===== src/design/agbg_pkg.sv =====
// Package for the adaptive GPU budget governor.
// Holds the request and response payload types and the fixed limits.
// No dependencies; used by the channel interfaces and the top level.
package agbg_pkg;

  // Field widths.
  localparam int unsigned DurW     = 16;
  localparam int unsigned BudgetW  = 13;
  localparam int unsigned FaceW    = 3;
  localparam int unsigned SamplesW = 7;
  localparam int unsigned CountW   = 2;

  // Budget register limits and reset value, Q5.8 milliseconds.
  localparam logic [BudgetW-1:0] BudgetMin   = 13'd26;
  localparam logic [BudgetW-1:0] BudgetMax   = 13'd4096;
  localparam logic [BudgetW-1:0] BudgetReset = 13'd512;

  // Face budget and filter sample limits.
  localparam logic [FaceW-1:0]    FaceMax    = 3'd6;
  localparam logic [FaceW-1:0]    FaceMin    = 3'd1;
  localparam logic [SamplesW-1:0] SamplesMax = 7'd64;
  localparam logic [SamplesW-1:0] SamplesMin = 7'd8;

  // Last value of the under-budget count before a run of four completes.
  localparam logic [CountW-1:0] UnderRunLast = 2'd3;

  // Reciprocal of five scaled by 2^21, exact for dividends below 699050.
  localparam int unsigned        Div5Shift = 21;
  localparam int unsigned        SumW      = DurW + 3;
  localparam logic [SumW-1:0]    Div5Recip = 19'd419431;

  // One request: a measured GPU duration.
  typedef struct packed {
    logic [DurW-1:0] duration_ms_q8;
  } req_t;

  // One response: the governor's decisions after a request.
  typedef struct packed {
    logic [FaceW-1:0]    face_budget;
    logic [SamplesW-1:0] filter_samples;
    logic [DurW-1:0]     smoothed_ms_q8;
    logic                over_budget;
    logic                sample_used;
  } rsp_t;

endpackage


===== src/design/agbg_req_if.sv =====
// Request channel of the adaptive GPU budget governor.
// Valid/ready handshake carrying one agbg_pkg::req_t; depends on agbg_pkg.
interface agbg_req_if;
  import agbg_pkg::*;

  logic valid;
  logic ready;
  req_t payload;

  modport source (output valid, output payload, input ready);
  modport sink   (input valid, input payload, output ready);
endinterface


===== src/design/agbg_rsp_if.sv =====
// Response channel of the adaptive GPU budget governor.
// Valid/ready handshake carrying one agbg_pkg::rsp_t; depends on agbg_pkg.
interface agbg_rsp_if;
  import agbg_pkg::*;

  logic valid;
  logic ready;
  rsp_t payload;

  modport source (output valid, output payload, input ready);
  modport sink   (input valid, input payload, output ready);
endinterface


===== src/design/adaptive_gpu_budget_governor.sv =====
// Adaptive GPU budget governor: top level.
// Smooths reported GPU durations and steers face budget and filter samples.
// Depends on agbg_pkg, agbg_req_if and agbg_rsp_if.
//
// Usage: each request on req_i carries one measured GPU duration in Q8.8
// milliseconds; a zero duration is ignored and only reports the current
// state. Every request yields exactly one response on rsp_o with the face
// budget, filter sample count, smoothed duration and two status flags.
// The budget register is written through budget_we_i / budget_wdata_i; the user
// must write it only while no request is in flight, which the block does not enforce.
// The value is clamped to 26..4096 and the under-budget run count is cleared.
// A request is captured in the input register; from there the smoothing
// divide, threshold compares and limit updates are done in one pass into
// the response register. Throughput is one request per cycle while the
// receiver does not stall, set by the state feedback through that pass.
// When the receiver stalls, the response register holds its request and
// the input register takes one more; further requests then wait.
// Reset returns the budget to 2 ms, the smoothed value to zero, the face
// budget to six, the filter samples to 64 and empties both registers.
module adaptive_gpu_budget_governor (
  input  logic                         clk_i,
  input  logic                         rst_ni,
  agbg_req_if.sink                     req_i,
  agbg_rsp_if.source                   rsp_o,
  input  logic                         budget_we_i,
  input  logic [agbg_pkg::BudgetW-1:0] budget_wdata_i
);
  import agbg_pkg::*;

  // Input register and response register.
  logic              in_valid_q;
  logic [DurW-1:0]   in_dur_q;
  logic              rsp_valid_q;
  rsp_t              rsp_q, rsp_d;

  // Governor state.
  logic [BudgetW-1:0]  budget_q, budget_d;
  logic [DurW-1:0]     smoothed_q, smoothed_d;
  logic [CountW-1:0]   under_count_q, under_count_d;
  logic [FaceW-1:0]    face_q, face_d;
  logic [SamplesW-1:0] samples_q, samples_d;

  logic                out_free;
  logic                advance;
  logic                used;
  logic                over;
  logic                under;
  logic [SumW-1:0]     sum;
  logic [2*SumW-1:0]   prod;
  logic [DurW-1:0]     quot;
  logic [DurW+3:0]     s10;
  logic [DurW+3:0]     b11;
  logic [DurW+3:0]     b7;

  // Handshake: the input register moves on whenever the response slot frees.
  assign out_free    = !rsp_valid_q || rsp_o.ready;
  assign advance     = in_valid_q && out_free;
  assign req_i.ready = !in_valid_q || out_free;
  assign rsp_o.valid = rsp_valid_q;
  assign rsp_o.payload = rsp_q;

  // Clamp a budget write into the legal range.
  always_comb begin
    budget_d = budget_q;
    if (budget_we_i) begin
      if (budget_wdata_i < BudgetMin) begin
        budget_d = BudgetMin;
      end else if (budget_wdata_i > BudgetMax) begin
        budget_d = BudgetMax;
      end else begin
        budget_d = budget_wdata_i;
      end
    end
  end

  // Smoothing: (4*s + m) / 5 by reciprocal multiply, first sample loaded.
  assign used = (in_dur_q != '0);
  assign sum  = {1'b0, smoothed_q, 2'b00} + SumW'(in_dur_q);
  assign prod = (2*SumW)'(sum) * (2*SumW)'(Div5Recip);
  assign quot = prod[Div5Shift+DurW-1:Div5Shift];

  always_comb begin
    if (!used) begin
      smoothed_d = smoothed_q;
    end else if (smoothed_q == '0) begin
      smoothed_d = in_dur_q;
    end else begin
      smoothed_d = quot;
    end
  end

  // Threshold compares against 1.1 and 0.7 times the budget.
  assign s10   = {2'b00, smoothed_d, 2'b00} + {1'b0, smoothed_d, 3'b000} - {4'b0000, smoothed_d}
                 - {4'b0000, smoothed_d};
  assign b11   = (DurW+4)'(budget_q) * (DurW+4)'(11);
  assign b7    = (DurW+4)'(budget_q) * (DurW+4)'(7);
  assign over  = used && (s10 > b11);
  assign under = used && !over && (s10 < b7);

  // Face budget, filter samples and the under-budget run count.
  always_comb begin
    face_d        = face_q;
    samples_d     = samples_q;
    under_count_d = under_count_q;
    if (used) begin
      if (over) begin
        under_count_d = '0;
        if (face_q > FaceMin) begin
          face_d = face_q - FaceW'(1);
        end else if (samples_q > SamplesMin) begin
          samples_d = samples_q >> 1;
        end
      end else if (under) begin
        if (under_count_q != UnderRunLast) begin
          under_count_d = under_count_q + CountW'(1);
        end else begin
          under_count_d = '0;
          if (samples_q < SamplesMax) begin
            samples_d = samples_q << 1;
          end else if (face_q < FaceMax) begin
            face_d = face_q + FaceW'(1);
          end
        end
      end else begin
        under_count_d = '0;
      end
    end
  end

  // Response payload as seen after this request.
  always_comb begin
    rsp_d.face_budget    = face_d;
    rsp_d.filter_samples = samples_d;
    rsp_d.smoothed_ms_q8 = smoothed_d;
    rsp_d.over_budget    = over;
    rsp_d.sample_used    = used;
  end

  // Control and state registers.
  always_ff @(posedge clk_i or negedge rst_ni) begin
    if (!rst_ni) begin
      in_valid_q    <= 1'b0;
      rsp_valid_q   <= 1'b0;
      budget_q      <= BudgetReset;
      smoothed_q    <= '0;
      under_count_q <= '0;
      face_q        <= FaceMax;
      samples_q     <= SamplesMax;
    end else begin
      budget_q <= budget_d;
      if (req_i.valid && req_i.ready) begin
        in_valid_q <= 1'b1;
      end else if (advance) begin
        in_valid_q <= 1'b0;
      end
      if (advance) begin
        rsp_valid_q <= 1'b1;
        smoothed_q  <= smoothed_d;
        face_q      <= face_d;
        samples_q   <= samples_d;
      end else if (rsp_o.ready) begin
        rsp_valid_q <= 1'b0;
      end
      // A budget write restarts the under-budget run.
      if (budget_we_i) begin
        under_count_q <= '0;
      end else if (advance) begin
        under_count_q <= under_count_d;
      end
    end
  end

  // Payload registers.
  always_ff @(posedge clk_i) begin
    if (req_i.valid && req_i.ready) begin
      in_dur_q <= req_i.payload.duration_ms_q8;
    end
    if (advance) begin
      rsp_q <= rsp_d;
    end
  end

`ifndef NO_ASSERTIONS
  // The face budget stays within one to six.
  assert property (@(posedge clk_i) disable iff (!rst_ni)
    (face_q >= FaceMin) && (face_q <= FaceMax))
    else $error("face budget out of range");

  // The filter sample count is a power of two from eight upwards.
  assert property (@(posedge clk_i) disable iff (!rst_ni)
    $onehot(samples_q) && (samples_q[2:0] == 3'b000))
    else $error("filter sample count not a power of two of at least eight");

  // The stored budget always lies within its clamped range.
  assert property (@(posedge clk_i) disable iff (!rst_ni)
    (budget_q >= BudgetMin) && (budget_q <= BudgetMax))
    else $error("budget register out of range");

  // A budget write clears the under-budget run count.
  assert property (@(posedge clk_i) disable iff (!rst_ni)
    budget_we_i |=> (under_count_q == '0))
    else $error("under-budget count not cleared by budget write");

  // An over-budget response always comes from a used sample.
  assert property (@(posedge clk_i) disable iff (!rst_ni)
    rsp_valid_q && rsp_q.over_budget |-> rsp_q.sample_used)
    else $error("over budget flagged on an ignored sample");
`endif

endmodule

===== src/flat_wrapper.sv =====
// flat-port wrapper written by rule: the top's interface ports become plain ports
module adaptive_gpu_budget_governor_flat import agbg_pkg::*;
  (clk_i, rst_ni, budget_we_i, budget_wdata_i, req_i_valid, req_i_payload, req_i_ready, rsp_o_valid, rsp_o_payload, rsp_o_ready);
  agbg_req_if req_i_i ();
  agbg_rsp_if rsp_o_i ();
  input  logic clk_i;
  input  logic rst_ni;
  input  logic budget_we_i;
  input  logic [agbg_pkg::BudgetW-1:0] budget_wdata_i;
  input wire logic [$bits(req_i_i.valid)-1:0] req_i_valid;
  input wire logic [$bits(req_i_i.payload)-1:0] req_i_payload;
  output wire logic [$bits(req_i_i.ready)-1:0] req_i_ready;
  output wire logic [$bits(rsp_o_i.valid)-1:0] rsp_o_valid;
  output wire logic [$bits(rsp_o_i.payload)-1:0] rsp_o_payload;
  input wire logic [$bits(rsp_o_i.ready)-1:0] rsp_o_ready;
  assign req_i_i.valid = req_i_valid;
  assign req_i_i.payload = req_i_payload;
  assign req_i_ready = req_i_i.ready;
  assign rsp_o_valid = rsp_o_i.valid;
  assign rsp_o_payload = rsp_o_i.payload;
  assign rsp_o_i.ready = rsp_o_ready;
  adaptive_gpu_budget_governor u_core (.clk_i(clk_i), .rst_ni(rst_ni), .req_i(req_i_i), .rsp_o(rsp_o_i), .budget_we_i(budget_we_i), .budget_wdata_i(budget_wdata_i));
endmodule

===== config.mk =====
export PLATFORM = sky130hd
export DESIGN_NAME = adaptive_gpu_budget_governor_flat
export DESIGN_NICKNAME = d
export VERILOG_FILES = /design/src/design/agbg_pkg.sv /design/src/design/agbg_req_if.sv /design/src/design/agbg_rsp_if.sv /design/src/design/adaptive_gpu_budget_governor.sv /design/src/flat_wrapper.sv
export SDC_FILE = /design/constraint.sdc
export NUM_CORES = 1
export LEC_CHECK = 0
export BUFFER_PORTS_ARGS = -buffer_cell sky130_fd_sc_hd__buf_2
export CORE_MARGIN = 2
export CORE_UTILIZATION = 60
export CTS_BUF_LIST = sky130_fd_sc_hd__clkbuf_8
export DETAILED_ROUTE_END_ITERATION = 8
export GPL_ROUTABILITY_DRIVEN = 0
export GPL_TIMING_DRIVEN = 1
export MAX_ROUTING_LAYER = met4
export PLACE_DENSITY = 0.84
export SLEW_MARGIN = 20
export SYNTH_ARGS = -nofsm -noshare
export SYNTH_HDL_FRONTEND = slang
export SYNTH_SLANG_ARGS = --single-unit

===== constraint.sdc =====
create_clock -name clk_i -period 16.1 [get_ports clk_i]
set_input_delay 0.805 -clock clk_i [delete_from_list [all_inputs] [get_ports clk_i]]
set_output_delay 0.805 -clock clk_i [all_outputs]
set_load 0.05 [all_outputs]

After elaboration in Yosys (flattened, before gate mapping)
Cells that the tools add are included.
{"block": "totals", "register_bits": 87, "out_inout_bits": 30, "wordCells": 77}
{"block": "classes", "add_sub_neg": 7, "mul": 3, "order_cmp": 8, "n_eq_ne": 1, "mux": 28, "n_reduce_logical": 17}
{"operator": "two-way mux 7 bit", "count": 7}
{"operator": "subtractor 20 x 16 -> 20 bit", "count": 2}
{"operator": "multiplier 19 x 19 -> 37 bit, second input constant", "count": 1}
{"operator": "two-way mux 16 bit", "count": 2}
{"operator": "two-way mux 13 bit", "count": 2}
{"operator": "two-way mux 3 bit", "count": 7}
{"operator": "adder 18 x 19 -> 20 bit", "count": 1}
{"operator": "> comparator 20 x 17 -> 1 bit", "count": 1}
{"operator": "less-than comparator 20 x 16 -> 1 bit", "count": 1}
{"operator": "adder 18 x 16 -> 19 bit", "count": 1}
{"operator": "multiplier 13 x 4 -> 17 bit, second input constant", "count": 1}
{"operator": "zero test 16 bit", "count": 1}
{"operator": "multiplier 13 x 3 -> 16 bit, second input constant", "count": 1}
{"operator": "nonzero test 16 bit", "count": 1}
{"operator": "> comparator 13 bit, second input constant", "count": 1}
{"operator": "less-than comparator 13 x 5 -> 1 bit, second input constant", "count": 1}
{"operator": "two-way mux 2 bit", "count": 6}
{"operator": "nonzero test 2 bit", "count": 4}
{"operator": "> comparator 7 x 4 -> 1 bit, second input constant", "count": 1}
{"operator": "less-than comparator 7 bit, second input constant", "count": 1}
{"operator": "logical AND 1 bit", "count": 5}
{"operator": "two-way mux 1 bit", "count": 4}
{"operator": "adder 3 x 1 -> 3 bit, second input constant", "count": 1}
{"operator": "> comparator 3 x 1 -> 1 bit, second input constant", "count": 1}
{"operator": "other kinds (7)", "count": 10}

Logic depth before layout (Yosys ltp)
{"block": "depth", "depth_word": 17, "mapped_depth": 62}

Least setup slack after synthesis
No wires, ideal clock.
{"block": "synth_path", "path_type": "register to register", "startpoint": "register u_core.smoothed_q[0]", "endpoint": "register u_core.rsp_q, in the netlist u_core.rsp_o.payload[26] (data pin)", "setup_ns": 0.278, "arrival_time_ns": 12.459, "slack_ns": 3.362, "stages_incl_launch_ff": 59, "n_path_buf": 2, "synth_period_minus_slack_ns": 12.738, "path_cell_list": "dfrtp_1 -> ha_1 -> fa_1 -> a21o_1 -> a21oi_1 -> o21bai_1 -> a21oi_1 -> o21bai_1 -> a21oi_1 -> o21bai_1 -> a21oi_1 -> o21bai_1 -> a21oi_1 -> mux2i_1 -> or2_2 -> ha_1 -> xor2_1 -> ha_1 -> (+23 left out) -> ha_1 -> clkbuf_1 -> o211ai_1 -> or3_1 -> o21a_1 -> a21oi_1 -> nor2_1 -> xnor2_1 -> ha_1 -> a21o_1 -> a21o_1 -> or3b_2 -> a31oi_1 -> a31oi_1 -> or2_1 -> buf_2 -> a2111oi_0 -> a221oi_1"}
{"block": "synth_between", "elab_chain_len": 15, "elab_cells_between_ends": 17, "classes_between": "add/sub (4); mul (1); order compare (2); mux (5); reduce/logical (5)"}
{"item": "start, declared", "line_no": "adaptive_gpu_budget_governor.sv:38", "source": "logic [DurW-1:0] smoothed_q, smoothed_d;"}
{"item": "start signal, assigned", "line_no": "adaptive_gpu_budget_governor.sv:158", "source": "smoothed_q <= smoothed_d;"}
{"item": "adder 18 x 16 -> 19 bit", "line_no": "adaptive_gpu_budget_governor.sv:78", "source": "assign sum = {1'b0, smoothed_q, 2'b00} + SumW'(in_dur_q);"}
{"item": "multiplier 19 x 19 -> 37 bit", "line_no": "adaptive_gpu_budget_governor.sv:79", "source": "assign prod = (2*SumW)'(sum) * (2*SumW)'(Div5Recip);"}
{"item": "two-way mux 16 bit *", "line_no": "adaptive_gpu_budget_governor.sv:85", "source": "end else if (smoothed_q == '0) begin"}
{"item": "two-way mux 16 bit *", "line_no": "adaptive_gpu_budget_governor.sv:83", "source": "if (!used) begin"}
{"item": "via u_core.smoothed_d[10]", "line_no": "adaptive_gpu_budget_governor.sv:38"}
{"item": "adder 18 x 19 -> 20 bit", "line_no": "adaptive_gpu_budget_governor.sv:93", "source": "assign s10 = {2'b00, smoothed_d, 2'b00} + {1'b0, smoothed_d, 3'b000} - {4'b0000, smoothed_d}"}
{"item": "subtractor 20 x 16 -> 20 bit", "line_no": "adaptive_gpu_budget_governor.sv:93"}
{"item": "subtractor 20 x 16 -> 20 bit *", "line_no": "adaptive_gpu_budget_governor.sv:94", "source": "- {4'b0000, smoothed_d};"}
{"item": "> comparator 20 x 17 -> 1 bit", "line_no": "adaptive_gpu_budget_governor.sv:97", "source": "assign over = used && (s10 > b11);"}
{"item": "logical AND 1 bit", "line_no": "adaptive_gpu_budget_governor.sv:97"}
{"item": "zero test 1 bit", "line_no": "adaptive_gpu_budget_governor.sv:98", "source": "assign under = used && !over && (s10 < b7);"}
{"item": "logical AND 1 bit (2 in series)", "line_no": "adaptive_gpu_budget_governor.sv:98"}
{"item": "two-way mux 3 bit", "line_no": "adaptive_gpu_budget_governor.sv:113", "source": "end else if (under) begin"}
{"item": "two-way mux 3 bit *", "line_no": "adaptive_gpu_budget_governor.sv:106", "source": "if (over) begin"}
{"item": "two-way mux 3 bit *", "line_no": "adaptive_gpu_budget_governor.sv:105", "source": "if (used) begin"}
{"item": "via u_core.face_d[1]", "line_no": "adaptive_gpu_budget_governor.sv:40", "source": "logic [FaceW-1:0] face_q, face_d;"}
{"item": "end signal, assigned", "line_no": "adaptive_gpu_budget_governor.sv:179", "source": "rsp_q <= rsp_d;"}
{"item": "end, declared", "line_no": "adaptive_gpu_budget_governor.sv:34", "source": "rsp_t rsp_q, rsp_d;"}
The timed path passes the listed nets; every way through them passes the cells marked *.
A chain may end at the register's enable or synchronous reset.

Worst setup path after layout
Same ends and word-level chain as after synthesis.

==> impl_results.md <==
* Syn nets at about 2100
* Crit path arrival time at 14690 ps
* Path depth of the worst reg2reg path at 54
* Routed wirelength normalized by instance count at between 15 and 20 µm
* DRT Wirelength at around 37000 µm
* Ratio of cells with drive above 1 in the final layout at between 6 and 7%
* Count of max-cap constraint violations at 0
* Achievable clock frequency at roughly 69 MHz
* Slew HR at 36.4%
* Largest stage delay on the critical path at roughly 570 ps
* Worst-case clock buffer depth at 2
* CP max FO at 22
* Number of distinct library cells after synthesis at 77
* Post-route fraction of the period consumed by the critical path at 90.5%
* Initial Util at between 60% and 70%
* Detailed-route DRC error count at 0
* FF-to-FF setup slack at between 1500 and 2000 ps
* R2R Path End: u_core.rsp_o.payload[26]
* Launching element type of the critical path: flip-flop
* RSZ-0062 raised after global routing: no
* Area of all placed cells without fillers at 16200 µm²
* Proportion of synthesized flip-flops having asynchronous set or reset at approximately 49%
* Clock-pin transition on the worst setup and hold timing paths at around 110 ps
* Clock latency on the worst-skew pair at a little under 400 ps
* Worst hold slack at between 300 and 400 ps
* Standard-cell rows at 58
* Via count of the first global-routing pass at ~12000
* Root buffer selected by CTS: clkbuf_8
* Status: finished, final reports clean
* Floorplan die width at 164 µm
* Drt initial violations at around 860
* Most frequently used cell type in the post-synthesis netlist: inv_1
* Top-area cell type share of the netlist area at around 22%
* Largest net degree at the start of global routing at between 40 and 50
* TritonCTS clock tree: yes
* First-pass GRT wire length at ~60000 µm
* DP Area at roughly 16000 µm²
* I/O pin count at 64
* Vias after detailed routing at between 10000 and 15000
* Setup TNS at 0 ps
* Top flip-flop cell by instance count after synthesis: edfxtp_1
* Final clock skew at 15.5 ps
* Overall overflow remaining after global route at 0
* Port Buffer Count at 63
* P&R area growth vs syn at 5.72%
* Number of setup violations in the final report at 0
* FF-to-FF Start: u_core.smoothed_q[0]
* Post-CTS Repair Setup Buffers at 0
* Min Clock Period, post-route at 14580 ps
* Count of hold buffers inserted by post-cts repair at 0
* Critical path class: reg -> reg
* Sequential element share of the synthesized area at 15.7%
* Post-layout instance count excluding filler cells at 2055
* Final Hold Violating Endpoints at 0
* Worst Max-Slew Pin Slew at ~950 ps
* H-tree depth reported by CTS at 3
* Tot GR Track Use at 30.0%
* Endpoint type of the worst setup path: flip-flop
* NumNets Final at ~2200
* Number of buffers created by CTS at 9
* Post-synthesis cell type with the largest combined area: ha_1
* Die area at around 27000 µm²
* Data required, critical path at about 16000 ps
* Max Slew Vio Count at 0
* Post-placement cell count at between 2000 and 2500
* Number of enable-type register cells in the synthesized netlist at 44
* Antenna-violating nets left at 0
* Synthesized flop and latch total at 87
* Core area at 25100 µm²
* Top cell types by occurrence after synthesis: inv_1, ha_1, fa_1
* Kind of path behind the tightest hold check: in -> async
* HPWL reported at the end of detailed placement at roughly 31000 µm
* Number of warnings reported in the yosys synthesis log at 0
* Via density at ~6.0
* Top area cells in the synthesized netlist: ha_1, fa_1, inv_1, edfxtp_1, dfrtp_1
* 1st-pass router iterations at 8
* Die Height at roughly 160 µm
* Crit path max-delay cell type: or2_1
* Synth Area per Inst at 9.17 µm²
* Clock net sink count at 87
* Number of instances resized during post-cts repair at 0
* Cell Area, Synth at 15300 µm²
* ANT cells at 0
* Syn Inst Count at 1670
* Initial antenna violation count at 0
==> worst max-delay path: cells and delay by family (launching register included) <==
family	cells	cell delay (ps)
mux	1	150
simple gates	12	3390
compound gates	22	4330
fa+ha+maj	12	5180
buf+inv	5	400
xor+xnor	2	430
flops	1	450
==> per-layer routing <==
metal | global-route usage, % | up-vias | share of wire (%) | wire, µm
li1 | - | 5731 | - | -
met1 | 38.5 | 5902 | 42 | 15700
met2 | 47.7 | 485 | 46 | 17200
met3 | 4.42 | 119 | 6.6 | 2470
met4 | 12.5 | 0 | 4.8 | 1790
met5 | - | - | 0 | 0
==> cell usage in the layout (no fill, tap or decap), types with 19 or more instances in the layout <==
cell type  instances
inv_1            356
ha_1             272
fa_1             159
a21oi_1           90
nand2_1           81
nor2_1            69
buf_2             62
xnor2_1           61
o21ai_0           60
a21o_1            45
edfxtp_1          44
dfrtp_1           39
xor2_1            37
nor3_1            25
nand3_1           24
o21bai_1          19
==> metrics by stage <==
stage / setup slack (ps) / util, %
6_report: 1520 / 64.5
3_5_place_dp: 1710 / 63.6
4_1_cts: 1680 / 64.5
3_3_place_gp: 2110 / 63.6
5_1_grt: 452 / 64.5
2_1_floorplan: 3360 / -
==> cell type report <==
| class | instances | area (µm²) |
|---|---|---|
| Inverter | 357 | 1340 |
| Fill cell | 2018 | 8910 |
| Tap cell | 330 | 413 |
| Sequential cell | 87 | 2400 |
| Clock buffer | 9 | 124 |
| Timing Repair Buffer | 68 | 355 |
| Clock inverter | 7 | 91.3 |
| Multi-Input combinational cell | 1197 | 11500 |
==> how the worst max path moves through the flow <==
stage                                    start                        to  slack [ps]  cells past startpoint
after global placement    u_core.smoothed_q[0]  u_core.rsp_o.payload[26]        2110                     53
after CTS                 u_core.smoothed_q[0]  u_core.rsp_o.payload[26]        1680                     54
after detailed placement  u_core.smoothed_q[0]  u_core.rsp_o.payload[26]        1710                     54
final                     u_core.smoothed_q[0]  u_core.rsp_o.payload[26]        1520                     54
after global routing      u_core.smoothed_q[0]  u_core.rsp_o.payload[20]         450                     54
after floorplan           u_core.smoothed_q[0]  u_core.rsp_o.payload[26]        3360                     58
==> state kept, by name, summed over array words and instances (netlist names) <==
name	count
u_core.budget_q	13
u_core.rsp_o.payload	28
u_core.in_dur_q	16
u_core.smoothed_q	16
u_core.samples_q	7
u_core.in_valid_q	1
u_core.face_q	3
u_core.under_count_q	2
u_core.rsp_o.valid	1
==> logic make-up (layout without fill, tap and decap cells) <==
family / count (synthesis) / count (layout) / share of synthesized area [%]
and+or+nand+nor: 314 / 314 / 10.4
DFF: 87 / 87 / 15.7
AOI/OAI and AO/OA: 336 / 336 / 14.6
xor gates and xnor gates: 99 / 99 / 5.75
muxes: 16 / 16 / 1.07
adders and majority gates: 432 / 432 / 43.1
buffers and inverters: 386 / 441 / 9.48
Power is left out: the tool's default activity adds up to more than one toggle a clock period on the data nets, which glitch-free logic cannot reach.
